==> src/hw/rtl/tlt_pkg.sv <==
// types and constants of the tftp lockstep transfer block
// no dependencies; used by all tlt modules by scoped names
`timescale 1ns / 1ps

package tlt_pkg;

    typedef enum logic [2:0] {
        OP_START_RD  = 3'd0,
        OP_START_WR  = 3'd1,
        OP_PACKET    = 3'd2,
        OP_TICK      = 3'd3,
        OP_SEG_READY = 3'd4,
        OP_STORED    = 3'd5
    } op_t;

    typedef enum logic [2:0] {
        MODE_IDLE    = 3'd0,
        MODE_RFETCH  = 3'd1,
        MODE_RACK    = 3'd2,
        MODE_WDATA   = 3'd3,
        MODE_WSTORE  = 3'd4,
        MODE_WLINGER = 3'd5
    } mode_t;

    typedef enum logic [3:0] {
        ACT_NONE  = 4'd0,
        ACT_FETCH = 4'd1,
        ACT_DATA  = 4'd2,
        ACT_ACK   = 4'd3,
        ACT_ERR   = 4'd4,
        ACT_STORE = 4'd5,
        ACT_DRAIN = 4'd6,
        ACT_DONE  = 4'd7,
        ACT_ABORT = 4'd8
    } act_t;

    localparam logic [15:0] PKT_DATA  = 16'd3;
    localparam logic [15:0] PKT_ACK   = 16'd4;
    localparam logic [15:0] PKT_ERROR = 16'd5;

    localparam logic ERR_UNDEF     = 1'b0;
    localparam logic ERR_DISK_FULL = 1'b1;

    // register index as decoded from paddr[2]
    localparam logic REG_INTERVAL = 1'b0;
    localparam logic REG_MAX_WAIT = 1'b1;

    localparam logic [7:0]  CFG_INTERVAL_RST = 8'd5;
    localparam logic [15:0] CFG_MAX_WAIT_RST = 16'd25;

    localparam int QDEPTH = 4;
    localparam int QPTR_W = 2;
    localparam int QCNT_W = 3;

    typedef struct packed {
        act_t        action;
        logic [15:0] blk;
        logic [9:0]  len;
        logic        err;
        logic        hint;
    } res_t;

    // one queue entry holds every result of one input beat
    typedef struct packed {
        logic two;
        res_t r0;
        res_t r1;
    } q_entry_t;

    typedef struct packed {
        logic [7:0]  interval;
        logic [15:0] max_wait;
    } cfg_t;

endpackage

==> src/hw/rtl/tlt_queue.sv <==
// result queue between front and back of the tftp transfer block
// depends on tlt_pkg
`timescale 1ns / 1ps

module tlt_queue (
    input  logic               clk,
    input  logic               rst_n,
    input  logic               push,
    input  tlt_pkg::q_entry_t  push_entry,
    input  logic               pop,
    output tlt_pkg::q_entry_t  head,
    output logic               full,
    output logic               empty
);

    tlt_pkg::q_entry_t                 mem [tlt_pkg::QDEPTH];
    logic [tlt_pkg::QPTR_W-1:0]        wr_ptr_reg;
    logic [tlt_pkg::QPTR_W-1:0]        rd_ptr_reg;
    logic [tlt_pkg::QCNT_W-1:0]        count_reg;
    logic [tlt_pkg::QPTR_W-1:0]        wr_ptr_next;
    logic [tlt_pkg::QPTR_W-1:0]        rd_ptr_next;
    logic [tlt_pkg::QCNT_W-1:0]        count_next;

    assign full  = count_reg == tlt_pkg::QCNT_W'(tlt_pkg::QDEPTH);
    assign empty = count_reg == '0;
    assign head  = mem[rd_ptr_reg];

    always_comb
    begin
        wr_ptr_next = push ? wr_ptr_reg + 1'b1 : wr_ptr_reg;
        rd_ptr_next = pop ? rd_ptr_reg + 1'b1 : rd_ptr_reg;
        count_next  = count_reg;
        if (push && !pop)
        begin
            count_next = count_reg + 1'b1;
        end
        else if (pop && !push)
        begin
            count_next = count_reg - 1'b1;
        end
    end

    always_ff @(posedge clk or negedge rst_n)
    begin
        if (!rst_n)
        begin
            wr_ptr_reg <= '0;
            rd_ptr_reg <= '0;
            count_reg  <= '0;
        end
        else
        begin
            wr_ptr_reg <= wr_ptr_next;
            rd_ptr_reg <= rd_ptr_next;
            count_reg  <= count_next;
        end
    end

    always_ff @(posedge clk)
    begin
        if (push)
        begin
            mem[wr_ptr_reg] <= push_entry;
        end
    end

endmodule

==> src/hw/rtl/tlt_front.sv <==
// front of the tftp transfer block: takes event beats, keeps transfer state,
// and queues the results of each beat; depends on tlt_pkg
`timescale 1ns / 1ps

module tlt_front #(
    parameter int SEG_BYTES = 512
) (
    input  logic               clk,
    input  logic               rst_n,
    input  tlt_pkg::cfg_t      cfg,
    input  logic               in_valid,
    output logic               in_ready,
    input  logic [2:0]         op,
    input  logic [15:0]        pkt_opcode,
    input  logic [15:0]        pkt_block,
    input  logic [9:0]         seg_length,
    input  logic               io_failed,
    input  logic               store_short,
    input  logic               q_full,
    output logic               push,
    output tlt_pkg::q_entry_t  push_entry
);

    localparam logic [10:0] SEG_LEN   = 11'(SEG_BYTES);
    localparam logic [9:0]  SEG_CLAMP = 10'(SEG_BYTES);

    tlt_pkg::mode_t mode_reg, mode_next;
    logic [15:0]    block_reg, block_next;
    logic [9:0]     len_reg, len_next;
    logic [7:0]     tick_reg, tick_next;
    logic [15:0]    total_reg, total_next;
    logic           conf_reg, conf_next;

    logic           accept;
    logic [15:0]    blk_prev;
    logic           blk_cur_hit;
    logic           blk_prev_hit;
    logic [9:0]     len_clamped;
    logic           len_full;
    logic [7:0]     iv;
    logic [7:0]     tick_inc;
    logic           tick_hit;
    logic [16:0]    wait_sum;
    logic           wait_over;
    logic           timer_on;
    logic           has_res;
    tlt_pkg::res_t  r0;
    tlt_pkg::res_t  r1;
    logic           two;

    function automatic tlt_pkg::res_t mk_res(input tlt_pkg::act_t act,
                                             input logic [15:0] blk,
                                             input logic [9:0] len,
                                             input logic err,
                                             input logic hint);
        tlt_pkg::res_t r;
        r.action = act;
        r.blk    = blk;
        r.len    = len;
        r.err    = err;
        r.hint   = hint;
        return r;
    endfunction

    assign in_ready     = !q_full;
    assign accept       = in_valid && in_ready;
    assign blk_prev     = block_reg - 16'd1;
    assign blk_cur_hit  = pkt_block == block_reg;
    assign blk_prev_hit = pkt_block == blk_prev;
    assign len_clamped  = ({1'b0, seg_length} > SEG_LEN) ? SEG_CLAMP : seg_length;
    assign len_full     = {1'b0, len_reg} == SEG_LEN;
    // zero interval behaves as one tick
    assign iv           = (cfg.interval == 8'd0) ? 8'd1 : cfg.interval;
    assign tick_inc     = tick_reg + 8'd1;
    assign tick_hit     = tick_inc >= iv;
    assign wait_sum     = {1'b0, total_reg} + {9'd0, iv};
    assign wait_over    = wait_sum >= {1'b0, cfg.max_wait};
    assign timer_on     = mode_reg inside {tlt_pkg::MODE_RACK, tlt_pkg::MODE_WDATA,
                                           tlt_pkg::MODE_WLINGER};

    // next state
    always_comb
    begin
        mode_next  = mode_reg;
        block_next = block_reg;
        len_next   = len_reg;
        tick_next  = tick_reg;
        total_next = total_reg;
        conf_next  = conf_reg;
        if (accept)
        begin
            case (op)
                tlt_pkg::OP_START_RD, tlt_pkg::OP_START_WR:
                begin
                    conf_next  = 1'b0;
                    tick_next  = '0;
                    total_next = '0;
                    len_next   = '0;
                    block_next = 16'd1;
                    if (op == tlt_pkg::OP_START_RD)
                    begin
                        mode_next = tlt_pkg::MODE_RFETCH;
                    end
                    else
                    begin
                        mode_next = tlt_pkg::MODE_WDATA;
                    end
                end
                tlt_pkg::OP_PACKET:
                begin
                    if (mode_reg == tlt_pkg::MODE_WLINGER)
                    begin
                        mode_next = tlt_pkg::MODE_IDLE;
                    end
                    else if (mode_reg == tlt_pkg::MODE_RACK ||
                             mode_reg == tlt_pkg::MODE_WDATA)
                    begin
                        tick_next = '0;
                        if (pkt_opcode == tlt_pkg::PKT_ERROR)
                        begin
                            mode_next = tlt_pkg::MODE_IDLE;
                        end
                        else if (mode_reg == tlt_pkg::MODE_RACK &&
                                 pkt_opcode == tlt_pkg::PKT_ACK)
                        begin
                            if (blk_cur_hit)
                            begin
                                conf_next = 1'b1;
                                if (len_full)
                                begin
                                    block_next = block_reg + 16'd1;
                                    mode_next  = tlt_pkg::MODE_RFETCH;
                                end
                                else
                                begin
                                    mode_next = tlt_pkg::MODE_IDLE;
                                end
                            end
                            else if (blk_prev_hit)
                            begin
                                conf_next = 1'b0;
                            end
                        end
                        else if (mode_reg == tlt_pkg::MODE_WDATA &&
                                 pkt_opcode == tlt_pkg::PKT_DATA)
                        begin
                            if (blk_cur_hit)
                            begin
                                conf_next = 1'b1;
                                len_next  = len_clamped;
                                mode_next = tlt_pkg::MODE_WSTORE;
                            end
                            else if (blk_prev_hit)
                            begin
                                conf_next = 1'b0;
                            end
                        end
                    end
                end
                tlt_pkg::OP_TICK:
                begin
                    if (timer_on)
                    begin
                        if (!tick_hit)
                        begin
                            tick_next = tick_inc;
                        end
                        else
                        begin
                            tick_next = '0;
                            if (mode_reg == tlt_pkg::MODE_WLINGER)
                            begin
                                mode_next = tlt_pkg::MODE_IDLE;
                            end
                            else
                            begin
                                conf_next  = 1'b0;
                                total_next = wait_sum[15:0];
                                if (wait_over)
                                begin
                                    mode_next = tlt_pkg::MODE_IDLE;
                                end
                            end
                        end
                    end
                end
                tlt_pkg::OP_SEG_READY:
                begin
                    if (mode_reg == tlt_pkg::MODE_RFETCH)
                    begin
                        if (io_failed)
                        begin
                            mode_next = tlt_pkg::MODE_IDLE;
                        end
                        else
                        begin
                            len_next   = len_clamped;
                            total_next = '0;
                            mode_next  = tlt_pkg::MODE_RACK;
                            conf_next  = 1'b0;
                            tick_next  = '0;
                        end
                    end
                end
                tlt_pkg::OP_STORED:
                begin
                    if (mode_reg == tlt_pkg::MODE_WSTORE)
                    begin
                        if (io_failed || store_short)
                        begin
                            mode_next = tlt_pkg::MODE_IDLE;
                        end
                        else
                        begin
                            total_next = '0;
                            tick_next  = '0;
                            if (len_full)
                            begin
                                conf_next  = 1'b0;
                                block_next = block_reg + 16'd1;
                                mode_next  = tlt_pkg::MODE_WDATA;
                            end
                            else
                            begin
                                mode_next = tlt_pkg::MODE_WLINGER;
                            end
                        end
                    end
                end
                default:
                begin
                end
            endcase
        end
    end

    // results of the current beat
    always_comb
    begin
        has_res = 1'b0;
        two     = 1'b0;
        r0      = mk_res(tlt_pkg::ACT_NONE, '0, '0, 1'b0, 1'b0);
        r1      = mk_res(tlt_pkg::ACT_NONE, '0, '0, 1'b0, 1'b0);
        case (op)
            tlt_pkg::OP_START_RD:
            begin
                has_res = 1'b1;
                r0      = mk_res(tlt_pkg::ACT_FETCH, 16'd1, '0, 1'b0, 1'b0);
            end
            tlt_pkg::OP_START_WR:
            begin
                has_res = 1'b1;
                r0      = mk_res(tlt_pkg::ACT_ACK, '0, '0, 1'b0, 1'b0);
            end
            tlt_pkg::OP_PACKET:
            begin
                if (mode_reg == tlt_pkg::MODE_WLINGER)
                begin
                    has_res = 1'b1;
                    // duplicate final block gets the last ack again
                    if (pkt_opcode == tlt_pkg::PKT_DATA && blk_cur_hit)
                    begin
                        two = 1'b1;
                        r0  = mk_res(tlt_pkg::ACT_ACK, block_reg, '0, 1'b0, 1'b0);
                        r1  = mk_res(tlt_pkg::ACT_DONE, '0, '0, 1'b0, 1'b0);
                    end
                    else
                    begin
                        r0 = mk_res(tlt_pkg::ACT_DONE, '0, '0, 1'b0, 1'b0);
                    end
                end
                else if (mode_reg == tlt_pkg::MODE_RACK ||
                         mode_reg == tlt_pkg::MODE_WDATA)
                begin
                    if (pkt_opcode == tlt_pkg::PKT_ERROR)
                    begin
                        has_res = 1'b1;
                        r0      = mk_res(tlt_pkg::ACT_ABORT, '0, '0, 1'b0, 1'b0);
                    end
                    else if (mode_reg == tlt_pkg::MODE_RACK &&
                             pkt_opcode == tlt_pkg::PKT_ACK)
                    begin
                        has_res = 1'b1;
                        if (blk_cur_hit)
                        begin
                            if (len_full)
                            begin
                                r0 = mk_res(tlt_pkg::ACT_FETCH, block_reg + 16'd1, '0,
                                            1'b0, 1'b0);
                            end
                            else
                            begin
                                r0 = mk_res(tlt_pkg::ACT_DONE, '0, '0, 1'b0, 1'b0);
                            end
                        end
                        else
                        begin
                            r0 = mk_res(tlt_pkg::ACT_DRAIN, '0, '0, 1'b0, 1'b0);
                            if (blk_prev_hit)
                            begin
                                two = 1'b1;
                                r1  = mk_res(tlt_pkg::ACT_DATA, block_reg, len_reg,
                                             1'b0, conf_reg);
                            end
                        end
                    end
                    else if (mode_reg == tlt_pkg::MODE_WDATA &&
                             pkt_opcode == tlt_pkg::PKT_DATA)
                    begin
                        has_res = 1'b1;
                        if (blk_cur_hit)
                        begin
                            r0 = mk_res(tlt_pkg::ACT_STORE, block_reg, len_clamped,
                                        1'b0, 1'b0);
                        end
                        else
                        begin
                            r0 = mk_res(tlt_pkg::ACT_DRAIN, '0, '0, 1'b0, 1'b0);
                            if (blk_prev_hit)
                            begin
                                two = 1'b1;
                                r1  = mk_res(tlt_pkg::ACT_ACK, blk_prev, '0, 1'b0,
                                             conf_reg);
                            end
                        end
                    end
                end
            end
            tlt_pkg::OP_TICK:
            begin
                if (timer_on && tick_hit)
                begin
                    has_res = 1'b1;
                    if (mode_reg == tlt_pkg::MODE_WLINGER)
                    begin
                        r0 = mk_res(tlt_pkg::ACT_DONE, '0, '0, 1'b0, 1'b0);
                    end
                    else if (wait_over)
                    begin
                        r0 = mk_res(tlt_pkg::ACT_ABORT, '0, '0, 1'b0, 1'b0);
                    end
                    else if (mode_reg == tlt_pkg::MODE_RACK)
                    begin
                        r0 = mk_res(tlt_pkg::ACT_DATA, block_reg, len_reg, 1'b0, 1'b0);
                    end
                    else
                    begin
                        r0 = mk_res(tlt_pkg::ACT_ACK, blk_prev, '0, 1'b0, 1'b0);
                    end
                end
            end
            tlt_pkg::OP_SEG_READY:
            begin
                if (mode_reg == tlt_pkg::MODE_RFETCH)
                begin
                    has_res = 1'b1;
                    if (io_failed)
                    begin
                        two = 1'b1;
                        r0  = mk_res(tlt_pkg::ACT_ERR, '0, '0, tlt_pkg::ERR_UNDEF, 1'b0);
                        r1  = mk_res(tlt_pkg::ACT_ABORT, '0, '0, 1'b0, 1'b0);
                    end
                    else
                    begin
                        r0 = mk_res(tlt_pkg::ACT_DATA, block_reg, len_clamped, 1'b0,
                                    conf_reg);
                    end
                end
            end
            tlt_pkg::OP_STORED:
            begin
                if (mode_reg == tlt_pkg::MODE_WSTORE)
                begin
                    has_res = 1'b1;
                    if (io_failed || store_short)
                    begin
                        two = 1'b1;
                        r0  = mk_res(tlt_pkg::ACT_ERR, '0, '0,
                                     io_failed ? tlt_pkg::ERR_UNDEF
                                               : tlt_pkg::ERR_DISK_FULL, 1'b0);
                        r1  = mk_res(tlt_pkg::ACT_ABORT, '0, '0, 1'b0, 1'b0);
                    end
                    else
                    begin
                        r0 = mk_res(tlt_pkg::ACT_ACK, block_reg, '0, 1'b0, conf_reg);
                    end
                end
            end
            default:
            begin
            end
        endcase
    end

    assign push          = accept && has_res;
    assign push_entry.two = two;
    assign push_entry.r0  = r0;
    assign push_entry.r1  = r1;

    always_ff @(posedge clk or negedge rst_n)
    begin
        if (!rst_n)
        begin
            mode_reg  <= tlt_pkg::MODE_IDLE;
            block_reg <= '0;
            len_reg   <= '0;
            tick_reg  <= '0;
            total_reg <= '0;
            conf_reg  <= 1'b0;
        end
        else
        begin
            mode_reg  <= mode_next;
            block_reg <= block_next;
            len_reg   <= len_next;
            tick_reg  <= tick_next;
            total_reg <= total_next;
            conf_reg  <= conf_next;
        end
    end

endmodule

==> src/hw/rtl/tlt_back.sv <==
// back of the tftp transfer block: unpacks queued entries into result beats
// through an output register; depends on tlt_pkg
`timescale 1ns / 1ps

module tlt_back (
    input  logic               clk,
    input  logic               rst_n,
    input  tlt_pkg::q_entry_t  head,
    input  logic               empty,
    output logic               pop,
    output logic               out_valid,
    input  logic               out_ready,
    output tlt_pkg::res_t      out_res,
    output logic               out_last
);

    logic           valid_reg, valid_next;
    logic           phase_reg, phase_next;
    tlt_pkg::res_t  res_reg;
    logic           last_reg;
    logic           load;
    logic           take;
    logic           end_of_entry;

    // output register frees up when empty or when its beat is taken
    assign load         = !valid_reg || out_ready;
    assign take         = load && !empty;
    assign end_of_entry = phase_reg || !head.two;
    assign pop          = take && end_of_entry;

    always_comb
    begin
        valid_next = valid_reg;
        phase_next = phase_reg;
        if (load)
        begin
            valid_next = !empty;
        end
        if (take)
        begin
            phase_next = !end_of_entry;
        end
    end

    always_ff @(posedge clk or negedge rst_n)
    begin
        if (!rst_n)
        begin
            valid_reg <= 1'b0;
            phase_reg <= 1'b0;
        end
        else
        begin
            valid_reg <= valid_next;
            phase_reg <= phase_next;
        end
    end

    always_ff @(posedge clk)
    begin
        if (take)
        begin
            res_reg  <= phase_reg ? head.r1 : head.r0;
            last_reg <= end_of_entry;
        end
    end

    assign out_valid = valid_reg;
    assign out_res   = res_reg;
    assign out_last  = last_reg;

endmodule

==> src/hw/rtl/tftp_lockstep_transfer.sv <==
// top level of the tftp lockstep transfer block with its apb register port
// depends on tlt_pkg, tlt_front, tlt_queue, tlt_back
//
//  channel   signals                                    beat
//  --------  -----------------------------------------  ----------------------
//  in        in_valid/in_ready, op .. store_short       one event
//  out       out_valid/out_ready, action .. last        one result
//  config    psel/penable/pwrite/paddr/pwdata/prdata    one register write/read
//
//  one event beat per cycle while the four-entry result queue has room
//  results leave one per cycle while out_ready is high; an event with two results gives two output beats
//  first result is registered in its queue entry, then in the output register, before it is valid
//  reset clears mode, counters, queue and output valid; registers return to 5 and 25
//  a stalled output fills the queue, then in_ready drops
`timescale 1ns / 1ps

module tftp_lockstep_transfer #(
    parameter int SEG_BYTES = 512
) (
    input  logic        clk,
    input  logic        rst_n,
    input  logic        psel,
    input  logic        penable,
    input  logic        pwrite,
    input  logic [2:0]  paddr,
    input  logic [31:0] pwdata,
    output logic [31:0] prdata,
    output logic        pready,
    input  logic        in_valid,
    output logic        in_ready,
    input  logic [2:0]  op,
    input  logic [15:0] pkt_opcode,
    input  logic [15:0] pkt_block,
    input  logic [9:0]  seg_length,
    input  logic        io_failed,
    input  logic        store_short,
    output logic        out_valid,
    input  logic        out_ready,
    output logic [3:0]  action,
    output logic [15:0] out_block,
    output logic [9:0]  out_length,
    output logic        err_kind,
    output logic        confirm_hint,
    output logic        last
);

    logic [7:0]         interval_reg, interval_next;
    logic [15:0]        max_wait_reg, max_wait_next;
    logic               cfg_wr;
    tlt_pkg::cfg_t      cfg;
    logic               q_full;
    logic               q_empty;
    logic               q_push;
    logic               q_pop;
    tlt_pkg::q_entry_t  q_in;
    tlt_pkg::q_entry_t  q_head;
    tlt_pkg::res_t      res;

    assign pready = 1'b1;
    assign cfg_wr = psel && penable && pwrite && pready;

    always_comb
    begin
        interval_next = interval_reg;
        max_wait_next = max_wait_reg;
        if (cfg_wr)
        begin
            case (paddr[2])
                tlt_pkg::REG_INTERVAL: interval_next = pwdata[7:0];
                tlt_pkg::REG_MAX_WAIT: max_wait_next = pwdata[15:0];
                default:               interval_next = interval_reg;
            endcase
        end
    end

    always_comb
    begin
        case (paddr[2])
            tlt_pkg::REG_INTERVAL: prdata = {24'd0, interval_reg};
            tlt_pkg::REG_MAX_WAIT: prdata = {16'd0, max_wait_reg};
            default:               prdata = '0;
        endcase
    end

    always_ff @(posedge clk or negedge rst_n)
    begin
        if (!rst_n)
        begin
            interval_reg <= tlt_pkg::CFG_INTERVAL_RST;
            max_wait_reg <= tlt_pkg::CFG_MAX_WAIT_RST;
        end
        else
        begin
            interval_reg <= interval_next;
            max_wait_reg <= max_wait_next;
        end
    end

    assign cfg.interval = interval_reg;
    assign cfg.max_wait = max_wait_reg;

    tlt_front #(
        .SEG_BYTES (SEG_BYTES)
    ) u_front (
        .clk         (clk),
        .rst_n       (rst_n),
        .cfg         (cfg),
        .in_valid    (in_valid),
        .in_ready    (in_ready),
        .op          (op),
        .pkt_opcode  (pkt_opcode),
        .pkt_block   (pkt_block),
        .seg_length  (seg_length),
        .io_failed   (io_failed),
        .store_short (store_short),
        .q_full      (q_full),
        .push        (q_push),
        .push_entry  (q_in)
    );

    tlt_queue u_queue (
        .clk        (clk),
        .rst_n      (rst_n),
        .push       (q_push),
        .push_entry (q_in),
        .pop        (q_pop),
        .head       (q_head),
        .full       (q_full),
        .empty      (q_empty)
    );

    tlt_back u_back (
        .clk       (clk),
        .rst_n     (rst_n),
        .head      (q_head),
        .empty     (q_empty),
        .pop       (q_pop),
        .out_valid (out_valid),
        .out_ready (out_ready),
        .out_res   (res),
        .out_last  (last)
    );

    assign action       = res.action;
    assign out_block    = res.blk;
    assign out_length   = res.len;
    assign err_kind     = res.err;
    assign confirm_hint = res.hint;

endmodule

==> config.mk <==
export PLATFORM = sky130hd
export DESIGN_NAME = tftp_lockstep_transfer
export DESIGN_NICKNAME = d
export VERILOG_FILES = /design/src/hw/rtl/tlt_pkg.sv /design/src/hw/rtl/tlt_queue.sv /design/src/hw/rtl/tlt_front.sv /design/src/hw/rtl/tlt_back.sv /design/src/hw/rtl/tftp_lockstep_transfer.sv
export SDC_FILE = /design/constraint.sdc
export NUM_CORES = 1
export LEC_CHECK = 0
export BUFFER_PORTS_ARGS = -buffer_cell sky130_fd_sc_hd__clkbuf_2
export CORE_AREA = 5 5 200 202
export DETAILED_ROUTE_END_ITERATION = 10
export DIE_AREA = 0 0 205 207
export PLACE_DENSITY = 0.71
export SYNTH_ARGS = -nofsm -noshare
export SYNTH_HDL_FRONTEND = slang
export SYNTH_SLANG_ARGS = --single-unit
==> constraint.sdc <==
create_clock -name clk -period 4.15 [get_ports clk]
set_clock_uncertainty 0.05 [all_clocks]
set_input_delay 0.83 -clock clk [delete_from_list [all_inputs] [get_ports clk]]
set_output_delay 0.83 -clock clk [all_outputs]
set_load 0.01 [all_outputs]
==> flow_summary.yaml <==
outcome:
  status: "complete, but fails checks"
  failed_checks: "negative setup slack"
yosys:
  yosysTopAreaCell: "edfxtp_1"
  syn_inst: 1426
  synth.distinct_cells: 92
  synth-edff-count: 289
  synth_area_leaders: "edfxtp_1 (46%), dfrtp_1 (11%), mux4_2 (7.7%)"
  ys_warn_count: 0
  synth_ff_type: "edfxtp_1"
  synth-seq-area-share_pct: 57.79
  post_synth_most_frequent_cells: "edfxtp_1 (289), dfrtp_1 (82), nand2_1 (81), o21ai_0 (79), nor2_1 (77)"
  synth.most_common_cell: "edfxtp_1"
  synth_top_area_share_pct: 46.18
  synth_area_um2: 18790
  async_reset_ff_share_pct: 23.14
  yosys_register_bits: 376
  syn-mean-instance-area_um2: 13.18
pwr:
  peakVddDrop_uv: 317.7
  leakagePower_nw: 8.473
  power_density_nw_per_um2: 545.9
sta:
  period_needed_ns: 4.497
  setup_viol: 119
  hold_viol: 0
  final_max_slew_viol_count: 0
  slew_headroom_pct: 33.94
  max_freq_ghz: 0.2224
  fin_crit_sh_pct: 108.4
  setup_ws_ns: -0.3467
  rsz0062_at_grt: "yes"
  worstMarginPinSlew_ns: 0.9872
detailed_routing:
  wl_um: 47370
  ant_nets: 0
  via_per_inst: 5.862
  drc: 0
  drt_pass1_iterations: 5
  drt_iter0_drc: 864
  vias: 12700
  post_drt_wl_per_cell_um: 21.87
clock_network:
  cts_buffers: 40
  cts_root_buf: "clkbuf_16"
  cts_buffer_depth: 3
  cts_tree: "yes"
  insertion_delay_ns: 0.56
  htreeDepth: 2
  clkTransAtPathRegs_ns: 0.06
  clock-sinks: 376
setup_path:
  critPathTopFamily: "compound AO/OA/AOI/OAI gates"
  path_cells: "nor4_4 -> a41o_1 -> ha_2 -> inv_2 -> fa_2 -> nor2b_4 -> o2111ai_2 -> nand2_1 -> a21o_1 -> a32oi_1 -> xnor2_1 -> ha_1 -> buf_4 -> nand3_1 -> nor2_2 -> o2111a_2 -> nor3_4 -> buf_12 -> buf_12 -> a32o_1 -> o22a_1"
  required_ns: 4.38
  max_stage_delay_ns: 0.40
  cp_max_fo: 7
  critPathBufInv: 4
  cp-start-kind: "flip-flop"
  cp_slowest_cell: "dfrtp_1"
  crit_path_end_kind: "flip-flop"
  critPathArrivalTime_ns: 4.73
  critPathKind: "reg -> reg"
  crit_top_cell: "buf_12"
final_layout:
  num_antenna_cells: 0
  top_register: "u_queue.mem"
  multi_input_area_um2: 7701
  largest_reg_flops: 256
  fill_cells: 2938
  drive_gt1_share_pct: 32.04
  regArea_um2: 10870
  fin_cells: 2166
  synthToLayoutAreaGrowth_pct: 19.65
  nNetsFinal: 1747
global_routing:
  grt_pass1_wl_um: 74330
  grt_max_degree: 65
  antenna_found_initial: 3
  grt_pass1_vias: 12970
  grtUsageTotal_pct: 22.23
  grt-ovfl-total: 0
floorplanning:
  initial_core_util_pct: 49.32
  core-area_um2: 38110
  dieArea_um2: 42440
  rows: 72
  boundaryPins: 157
  dieHeight_um: 207
  die_w_um: 205
place:
  dp_cells: 2074
  io_buffers: 121
  gp_congestion: 0.9321
  preCtsSetupSlack_ns: -0.6709
  dp_hpwl_um: 32830
job:
  drv_cap: 0
worst_hold_path:
  min_path_type: "in -> async"
-- where the power goes --
group          internal (mW)  switching, mW
registers               4.62          0.312
clock network           2.43           1.50
logic                   1.56           1.85
total                   8.62           3.66
-- final cells by class --
| class | count | area share, % |
|---|---|---|
| Clock buffer | 51 | 5.002 |
| Clock inverter | 23 | 1.597 |
| Inverter | 46 | 0.7678 |
| Multi-Input combinational cell | 921 | 34.25 |
| Sequential cell | 376 | 48.32 |
| Tap cell | 518 | 2.882 |
| Timing Repair Buffer | 231 | 7.183 |
-- cell families after synthesis --
logic type	after synthesis	synth area share [%]
AND/OR/NAND/NOR	395	11.48
buffers and inverters	144	3.449
AO/OA/AOI/OAI	289	10.53
adder cells (fa/ha/maj)	42	2.876
other	2	0.03996
multiplexers	126	11.37
XOR/XNOR	52	2.463
flip-flops	376	57.79
-- per-stage QoR --
stage | instance area, µm² | util (%) | power, mW | hold slack, ns | setup TNS [ns]
finish | 22490 | 59.01 | 12.27 | 0.1839 | -29.78
global route | 22490 | 59.01 | 12.88 | 0.2214 | -62.62
CTS | 22290 | 58.49 | 12.37 | 0.1908 | -24.58
detailed placement | 20540 | 53.91 | 8.382 | 0.4352 | -67.79
global placement | 20540 | 53.91 | 8.312 | 0.4255 | -61.56
floorplan | 18950 | - | 7.236 | 0.4065 | -8.263
-- worst reg2reg max path: cells and delay by family, from the launching register on --
| kind | cells | cell delay (ns) |
|---|---|---|
| compound gates | 7 | 1.40 |
| xor+xnor | 1 | 0.16 |
| fa+ha+maj | 3 | 0.85 |
| buf+inv | 4 | 0.42 |
| flops | 1 | 0.40 |
| simple gates | 6 | 0.94 |
-- timing repair --
| action | in CTS | in global routing |
|---|---|---|
| buffers inserted | 12 | 4 |
| hold buffers | 0 | 0 |
| gates cloned | 1 | 1 |
| pin swaps | 27 | 25 |
| resized for setup | 27 | 27 |
| setup endpoints to repair | 119 | 256 |
-- path summary, 6_finish.rpt --
kind | from | end | slack (ns) | depth (start not counted)
max | interval_reg[5] | u_queue.mem[0][59] | -0.35 | 21
min | rst_n | u_front.block_reg[4] | 0.18 | 1
max reg2reg | interval_reg[5] | u_queue.mem[0][59] | -0.35 | 21
min reg2reg | u_queue.count_reg[2] | u_queue.count_reg[2] | 0.44 | 1
max in group asynchronous | rst_n | u_queue.rd_ptr_reg[0] | 2.91 | 2
min in group clk | out_ready | u_back.out_valid | 0.42 | 2
-- layout by cell type, fill, tap and decap left out, types with 10 or more instances in the layout --
cell type / instances
edfxtp_1: 289
clkbuf_2: 120
buf_4: 94
nand2_1: 80
dfrtp_1: 80
nor2_1: 73
o21ai_0: 69
mux4_2: 64
mux2_2: 58
a21oi_1: 46
inv_1: 45
clkbuf_16: 43
ha_1: 39
xor2_1: 31
nand3_1: 27
nor3_1: 27
nand2b_1: 23
and2_1: 21
xnor2_1: 20
nor4_1: 18
conb_1: 17
and3_1: 16
nand4_1: 16
or3_1: 16
a31oi_1: 14
nor2_2: 12
a22o_1: 12
a21o_1: 10
o21ai_1: 10
a32o_1: 10
buf_12: 10
-- per-layer routing --
layer / track usage (%) / vias to the layer above / part of all wire [%]
met4: 5.844 / 6 / 2.4
met2: 35.78 / 494 / 48
li1: - / 5850 / -
met5: 0 / - / 0.072
met3: 3.988 / 77 / 7.0
met1: 31.59 / 6271 / 42
Note: power is estimated with default switching activity, not from simulation.
